==> config.mk <==
export PLATFORM = sky130hd
export DESIGN_NAME = skfr_ctrl
export DESIGN_NICKNAME = d
export VERILOG_FILES = /design/src/rtl/skfr_pkg.sv /design/src/rtl/skfr_ctrl.sv
export SDC_FILE = /design/constraint.sdc
export NUM_CORES = 1
export LEC_CHECK = 0
export ABC_AREA = 1
export BUFFER_PORTS_ARGS = -buffer_cell sky130_fd_sc_hd__buf_2
export CAP_MARGIN = 10
export CORE_MARGIN = 5
export CORE_UTILIZATION = 50
export CTS_CLUSTER_SIZE = 25
export DETAILED_ROUTE_END_ITERATION = 8
export PLACE_DENSITY = 0.76
export SYNTH_ARGS = -nofsm -noshare
export SYNTH_HDL_FRONTEND = slang
export SYNTH_SLANG_ARGS = --single-unit
==> constraint.sdc <==
create_clock -name clock -period 1.7 [get_ports clock]
set_input_delay 0.17 -clock clock [delete_from_list [all_inputs] [get_ports clock]]
set_output_delay 0.17 -clock clock [all_outputs]
set_load 0.01 [all_outputs]
==> src/rtl/skfr_pkg.sv <==
// Shared types and codes for the string key frequency rank core.
`default_nettype none
package skfr_pkg;

   localparam int TableEntriesDefault = 32;
   localparam int KeySlotBytesDefault = 50;
   localparam int CountBitsDefault    = 16;

   typedef enum logic [1:0] {
      KIND_CHAR = 2'd0,
      KIND_END  = 2'd1,
      KIND_RPT  = 2'd2,
      KIND_READ = 2'd3
   } kind_type;

   typedef enum logic [1:0] {
      RK_STATUS = 2'd0,
      RK_REPORT = 2'd1,
      RK_CHAR   = 2'd2,
      RK_SPARE  = 2'd3
   } result_kind_type;

   typedef enum logic [1:0] {
      ST_NEW   = 2'd0,
      ST_HIT   = 2'd1,
      ST_FULL  = 2'd2,
      ST_EMPTY = 2'd3
   } status_type;

   typedef enum logic [2:0] {
      EM_HIT    = 3'd0,
      EM_NEW    = 3'd1,
      EM_FULL   = 3'd2,
      EM_EMPTY  = 3'd3,
      EM_RPT    = 3'd4,
      EM_RDMISS = 3'd5,
      EM_RDHIT  = 3'd6,
      EM_SPARE  = 3'd7
   } emit_sel_type;

   typedef enum logic [1:0] {
      RS_A    = 2'd0,
      RS_B    = 2'd1,
      RS_SLOT = 2'd2,
      RS_NONE = 2'd3
   } rec_sel_type;

   typedef struct packed {
      logic [1:0] kind;
      logic [7:0] char_code;
      logic [4:0] slot;
      logic [5:0] position;
   } req_type;

   typedef struct packed {
      logic [1:0]  result_kind;
      logic [1:0]  status;
      logic [4:0]  entry_slot;
      logic [15:0] occurrences;
      logic [5:0]  key_length;
      logic [7:0]  stored_char;
      logic        last;
   } rsp_type;

   typedef struct packed {
      logic         accept;
      logic         rec_rd;
      rec_sel_type  rec_sel;
      logic         a_inc;
      logic         a_clr;
      logic         b_load;
      logic         b_inc;
      logic         k_clr;
      logic         k_inc;
      logic         pair_rd;
      logic         chr_rd;
      logic         cp_wr;
      logic         ldi;
      logic         sel_upd;
      logic         sw1;
      logic         sw2;
      logic         emit;
      emit_sel_type emit_sel;
   } cmd_type;

   typedef struct packed {
      logic a_lt_n;
      logic a1_lt_n;
      logic b_lt_n;
      logic k_lt_len;
      logic len_match;
      logic chars_eq;
      logic used_zero;
      logic room;
      logic slot_ok;
      logic out_free;
   } sts_type;

endpackage
`default_nettype wire

==> src/rtl/skfr_ctrl.sv <==
// Sequencing state machine for the string key frequency rank core.
`default_nettype none
module skfr_ctrl (
   input  wire logic             clock,
   input  wire logic             reset,
   input  wire logic             req_valid,
   input  wire logic [1:0]       req_kind,
   output logic                  req_ready,
   input  wire skfr_pkg::sts_type sts,
   output skfr_pkg::cmd_type     cmd
);

   typedef enum logic [4:0] {
      S_IDLE, E_REC, E_RECW, E_CMPRD, E_CMPCHK, E_HIT, E_NEW, E_CPRD, E_CPWR, E_FIN,
      R_START, S_OUTER, S_LDI, S_INNER, S_CMP, S_SW1, S_SW2, P_RD, P_EMIT,
      RD_REC, RD_CHR, RD_EMIT
   } state_type;

   state_type state_ff, state_in;

   always_ff @(posedge clock) begin
      if (reset) begin
         state_ff <= S_IDLE;
      end else begin
         state_ff <= state_in;
      end
   end

   assign req_ready = (state_ff == S_IDLE);

   always_comb begin
      cmd          = '0;
      cmd.rec_sel  = skfr_pkg::RS_NONE;
      cmd.emit_sel = skfr_pkg::EM_SPARE;
      state_in     = state_ff;
      unique case (state_ff)
         S_IDLE: begin
            if (req_valid) begin
               cmd.accept = 1'b1;
               unique case (skfr_pkg::kind_type'(req_kind))
                  skfr_pkg::KIND_CHAR: state_in = S_IDLE;
                  skfr_pkg::KIND_END:  state_in = E_REC;
                  skfr_pkg::KIND_RPT:  state_in = R_START;
                  skfr_pkg::KIND_READ: state_in = RD_REC;
                  default:             state_in = S_IDLE;
               endcase
            end
         end
         E_REC: begin
            if (sts.a_lt_n) begin
               cmd.rec_rd  = 1'b1;
               cmd.rec_sel = skfr_pkg::RS_A;
               state_in    = E_RECW;
            end else begin
               state_in = E_NEW;
            end
         end
         E_RECW: begin
            if (sts.len_match) begin
               cmd.k_clr = 1'b1;
               state_in  = E_CMPRD;
            end else begin
               cmd.a_inc = 1'b1;
               state_in  = E_REC;
            end
         end
         E_CMPRD: begin
            if (sts.k_lt_len) begin
               cmd.pair_rd = 1'b1;
               cmd.k_inc   = 1'b1;
               state_in    = E_CMPCHK;
            end else begin
               state_in = E_HIT;
            end
         end
         E_CMPCHK: begin
            if (sts.chars_eq) begin
               state_in = E_CMPRD;
            end else begin
               cmd.a_inc = 1'b1;
               state_in  = E_REC;
            end
         end
         E_HIT: begin
            if (sts.out_free) begin
               cmd.emit     = 1'b1;
               cmd.emit_sel = skfr_pkg::EM_HIT;
               state_in     = S_IDLE;
            end
         end
         E_NEW: begin
            if (sts.room) begin
               cmd.k_clr = 1'b1;
               state_in  = E_CPRD;
            end else if (sts.out_free) begin
               cmd.emit     = 1'b1;
               cmd.emit_sel = skfr_pkg::EM_FULL;
               state_in     = S_IDLE;
            end
         end
         E_CPRD: begin
            if (sts.k_lt_len) begin
               cmd.pair_rd = 1'b1;
               state_in    = E_CPWR;
            end else begin
               state_in = E_FIN;
            end
         end
         E_CPWR: begin
            cmd.cp_wr = 1'b1;
            cmd.k_inc = 1'b1;
            state_in  = E_CPRD;
         end
         E_FIN: begin
            if (sts.out_free) begin
               cmd.emit     = 1'b1;
               cmd.emit_sel = skfr_pkg::EM_NEW;
               state_in     = S_IDLE;
            end
         end
         R_START: begin
            if (!sts.used_zero) begin
               state_in = S_OUTER;
            end else if (sts.out_free) begin
               cmd.emit     = 1'b1;
               cmd.emit_sel = skfr_pkg::EM_EMPTY;
               state_in     = S_IDLE;
            end
         end
         S_OUTER: begin
            if (sts.a1_lt_n) begin
               cmd.rec_rd  = 1'b1;
               cmd.rec_sel = skfr_pkg::RS_A;
               cmd.b_load  = 1'b1;
               state_in    = S_LDI;
            end else begin
               cmd.a_clr = 1'b1;
               state_in  = P_RD;
            end
         end
         S_LDI: begin
            cmd.ldi  = 1'b1;
            state_in = S_INNER;
         end
         S_INNER: begin
            if (sts.b_lt_n) begin
               cmd.rec_rd  = 1'b1;
               cmd.rec_sel = skfr_pkg::RS_B;
               state_in    = S_CMP;
            end else begin
               state_in = S_SW1;
            end
         end
         S_CMP: begin
            cmd.sel_upd = 1'b1;
            cmd.b_inc   = 1'b1;
            state_in    = S_INNER;
         end
         S_SW1: begin
            cmd.sw1  = 1'b1;
            state_in = S_SW2;
         end
         S_SW2: begin
            cmd.sw2   = 1'b1;
            cmd.a_inc = 1'b1;
            state_in  = S_OUTER;
         end
         P_RD: begin
            cmd.rec_rd  = 1'b1;
            cmd.rec_sel = skfr_pkg::RS_A;
            state_in    = P_EMIT;
         end
         P_EMIT: begin
            if (sts.out_free) begin
               cmd.emit     = 1'b1;
               cmd.emit_sel = skfr_pkg::EM_RPT;
               cmd.a_inc    = 1'b1;
               state_in     = sts.a1_lt_n ? P_RD : S_IDLE;
            end
         end
         RD_REC: begin
            if (sts.slot_ok) begin
               cmd.rec_rd  = 1'b1;
               cmd.rec_sel = skfr_pkg::RS_SLOT;
               state_in    = RD_CHR;
            end else if (sts.out_free) begin
               cmd.emit     = 1'b1;
               cmd.emit_sel = skfr_pkg::EM_RDMISS;
               state_in     = S_IDLE;
            end
         end
         RD_CHR: begin
            cmd.chr_rd = 1'b1;
            state_in   = RD_EMIT;
         end
         RD_EMIT: begin
            if (sts.out_free) begin
               cmd.emit     = 1'b1;
               cmd.emit_sel = skfr_pkg::EM_RDHIT;
               state_in     = S_IDLE;
            end
         end
         default: state_in = S_IDLE;
      endcase
   end

endmodule
`default_nettype wire

### Word level (Yosys, flattened, before mapping)

Index checks and enable logic that the tools add are counted.

* bits in registers: 5
* input bits: 15
* output and inout bits: 22
* logic and storage cells: 86

* equal/unequal tests: 26
* multiplexer cells: 54
* reduce and logical (&&, ||, !) cells: 5

Operator list (count)
* 5-bit case mux with 19 select lines: 1
* 5-bit by 4-bit equality test with 1-bit output, second input constant: 8
* 4-bit two-way mux: 10
* 5-bit two-way mux: 8
* 5-bit equality test, second input constant: 6
* 4-bit case mux with 7 select lines: 1
* 5-bit by 3-bit equality test with 1-bit output, second input constant: 4
* 5-bit case mux with 4 select lines: 1
* 1-bit two-way mux: 19
* 3-bit two-way mux: 5
* 3-bit case mux with 5 select lines: 1
* 5-bit by 2-bit equality test with 1-bit output, second input constant: 2
* 2-bit two-way mux: 4
* 1-bit case mux with 2 select lines: 3
* 5-bit by 1-bit equality test with 1-bit output, second input constant: 1
* 5-bit logical NOT: 1
* 2-bit equality test, second input constant: 2
* 2-bit != test, second input constant: 2
* 1-bit case mux with 4 select lines: 1
* 3-bit OR reduction: 1
* 2-bit by 1-bit equality test with 1-bit output, second input constant: 1
* 2-bit logical NOT: 1
* 2-bit AND reduction: 1
* 2-bit OR reduction: 1

### Logic depth before layout (Yosys ltp)

* depth in word-level cells: 4
* depth in mapped cells: 12
* depth with buffers taken out: 11

### Least setup slack after synthesis

No wires, ideal clock.

* path type: reg-to-output
* start point: register state_ff[2]
* end point: output port cmd[2] (netlist name)
* arrival: 1.239 ns
* data required time: 1.530 ns
* setup slack: 0.291 ns
* stages on the path, launching flop included: 8
* path through: dfxtp_1 > nand2_1 > nor2_4 > inv_2 > nor2_4 > o21ai_0 > and3_1 > nand3_1

RTL lines
* start: declaration: line skfr_ctrl.sv:19 `state_type state_ff, state_in;`
* start signal: assignment: line skfr_ctrl.sv:25 `state_ff <= state_in;`
* end: declaration: line skfr_ctrl.sv:10 `output skfr_pkg::cmd_type cmd`

==> metrics <==
Via density 6.06; post-synth top area share 0.179; Num CTS Buffers 3; IO Pins 37; placed cell areas 0.00126 sq mm; startpoint types flop; IO Port Bufs 36; cells along the critical path nor2_4, inv_4, nor3_4, nand2_1, nand2_1, a31oi_1, nand3_1, buf_2; cts-stage hold buffer count 0; area of the multi-input gates 917 sq um; first-pass GRT wire length 6.80 mm; Seq/Total Area, Yosys 0.0977; fin area 0.00162 sq mm; diode count 0; Pwr Density 1400 mW/mm^2; Worst Hold Depth 2; fmax 559 MHz; largest registers state_ff: 5 flops; fillcell total 136; worst IR drop on VDD 1.46 mV; worst min-delay path class input port to flop; Yosys reg bits 5; met1 WL 1.57 mm; Reg area 119 sq um; final hold vios 0; HPWL Detailed 3.05 mm; Slew HR 0.819; final worst setup slack -0.0889 ns; Setup crit end kind output pin; die height 55.3 microns; R2R depth 11; Detailed Routing Iterations Pass 1 5; Top Layer Used met4; Core Box Area 0.00196 sq mm; post-place setup slack -0.0623 ns; largest net degree at the start of global routing 11; placer congestion estimate 0.941; Crit path top cell by count nand2_1; fin nets 268; unrepaired setup endpoints after global routing yes; H-tree depth 1; antenna violations before repair 0; Die Wd 55.3 microns; most common cell in the synthesized netlist nand2_1; drc violations 0; Syn Area/Cell 5.37 sq um; wire per inst 16.6 microns; Max Buffers Root-to-Sink 2; Worst-Margin Slew 0.271 ns; total negative slack -0.398 ns; Setup violations, final 7; WS Path Type flop to output pin; hold slack 0.140 ns; fin. max-slew vios 0; GR Util All Layers 0.272; Netlist cell types 28; total gr overflow 0; most common flop cell mapped by yosys dfxtp_1; DR WL met2 2.25 mm; Hold EP state_ff[4]; synthesized cell area 0.00102 sq mm; Total Wirelength 4.64 mm; Worst-Skew Late Latency 0.25 ns; asr flop ratio synth 0; Mapped Nets 206; final worst path period share 1.05; Die Area 0.00305 sq mm; WP data arrival 1.62 ns; TritonCTS clock tree yes; Routed Antenna Nets 0; Post-Synthesis Cells 191; Clock Sinks 5; slowest library cell on the worst path dfxtp_4; DR iter-0 viols 155; FF-to-FF Start state_ff[0]; largest cells by area after synthesis nand2_1 18%, nand3_1 11%, nor2_1 10%; Clock transition at path regs 0.04 ns; HP Start reset; Starting Density 0.522; worst stage delay on the critical path 0.36 ns; Worst Path Max Fanout 7; clock root cell clkbuf_4; metal3 WL 583 microns; CP required 1.53 ns; Post-synth EDFFs 0; Std-Cell Rows 16; failing checks setup timing; share of cells above drive strength 1 0.520; number of flip-flops in the largest register 5; r2r endpoint state_ff[0]; flop-to-flop setup slack 0.11 ns; MaxCap Viol Count 0; clock skew 0.00403 ns; Reg with most FFs state_ff; status finished, violations left; most frequent cells after synthesis 49 x nand2_1, 28 x nor2_1, 22 x inv_1, 22 x nand3_1; Pleak 0.000914 uW; Synthesis Warnings 0; number of global-route vias before repair 1529; area growth from synthesis to layout 58.4%; via count 1690; cell taking the most area after synthesis nand2_1; post-layout min period 1.79 ns
-- cell type report --
cell class | count | area share
Timing Repair Buffer | 63 | 0.254
Sequential cell | 5 | 0.0732
Inverter | 29 | 0.0702
Clock buffer | 4 | 0.0162
Tap cell | 27 | 0.0208
Multi-Input combinational cell | 151 | 0.565
-- per-stage QoR --
step / cells / utilization / power [uW]
after detailed placement: 256 / 0.643 / 1560
after floorplan: 191 / - / 1170
after global routing: 279 / 0.827 / 2410
after global placement: 256 / 0.643 / 1560
final: 279 / 0.827 / 2280
after CTS: 274 / 0.769 / 2050
-- worst max-delay path, delay by kind of cell (launching register included) --
kind                   cells  cell delay [ns]
AO/OA/AOI/OAI              1             0.05
flip-flops                 1             0.36
buffers and inverters      2             0.20
AND/OR/NAND/NOR            5             0.74
-- metal layers --
| metal | global-route usage | up-vias |
|---|---|---|
| met1 | 0.304 | 741 |
| met3 | 0.0536 | 34 |
| li1 | - | 750 |
| met4 | 0.156 | 0 |
| met5 | 0 | - |
| met2 | 0.471 | 165 |
-- cell usage in the layout (no fill, tap or decap), types with 8 or more instances in the layout --
master and count:
buf_2 33, nand2_2 14, nand2_1 36, nor2_1 22, nor2_4 8, inv_1 20, nor2_2 8, nand3_1 16
buf_4 24
-- power by group --
| group | internal [uW] | leakage, uW | switching (uW) |
|---|---|---|---|
| Clock | 88.8 | 0.0000150 | 50.1 |
| Combinational | 760 | 0.000854 | 1110 |
| Sequential | 183 | 0.0000445 | 86.9 |
| Total | 1030 | 0.000914 | 1250 |
-- worst max path at each step --
stage | startpoint | to | slack, ns | cells after the start
after detailed placement | state_ff[1] | cmd[19] | -0.06 | 10
after global routing | state_ff[3] | cmd[19] | -0.17 | 8
after floorplan | state_ff[2] | cmd[2] | 0.29 | 7
after global placement | state_ff[1] | cmd[19] | -0.03 | 10
final | state_ff[3] | cmd[19] | -0.09 | 8
after CTS | state_ff[3] | cmd[3] | -0.01 | 8
-- repair_timing --
item,CTS,global route
cloned,0,0
endpoints found under the setup margin,8,11
resized for setup,37,23
pin swaps,12,9
setup buffers,14,5
-- kinds of logic (layout without fill, tap and decap cells) --
| family | count (synthesis) | after routing | share of synthesized area |
|---|---|---|---|
| AO/OA/AOI/OAI | 17 | 17 | 0.104 |
| flip-flops | 5 | 5 | 0.0977 |
| AND/OR/NAND/NOR | 134 | 134 | 0.654 |
| buffers and inverters | 35 | 96 | 0.144 |
Power figures use the tool's default switching activity.
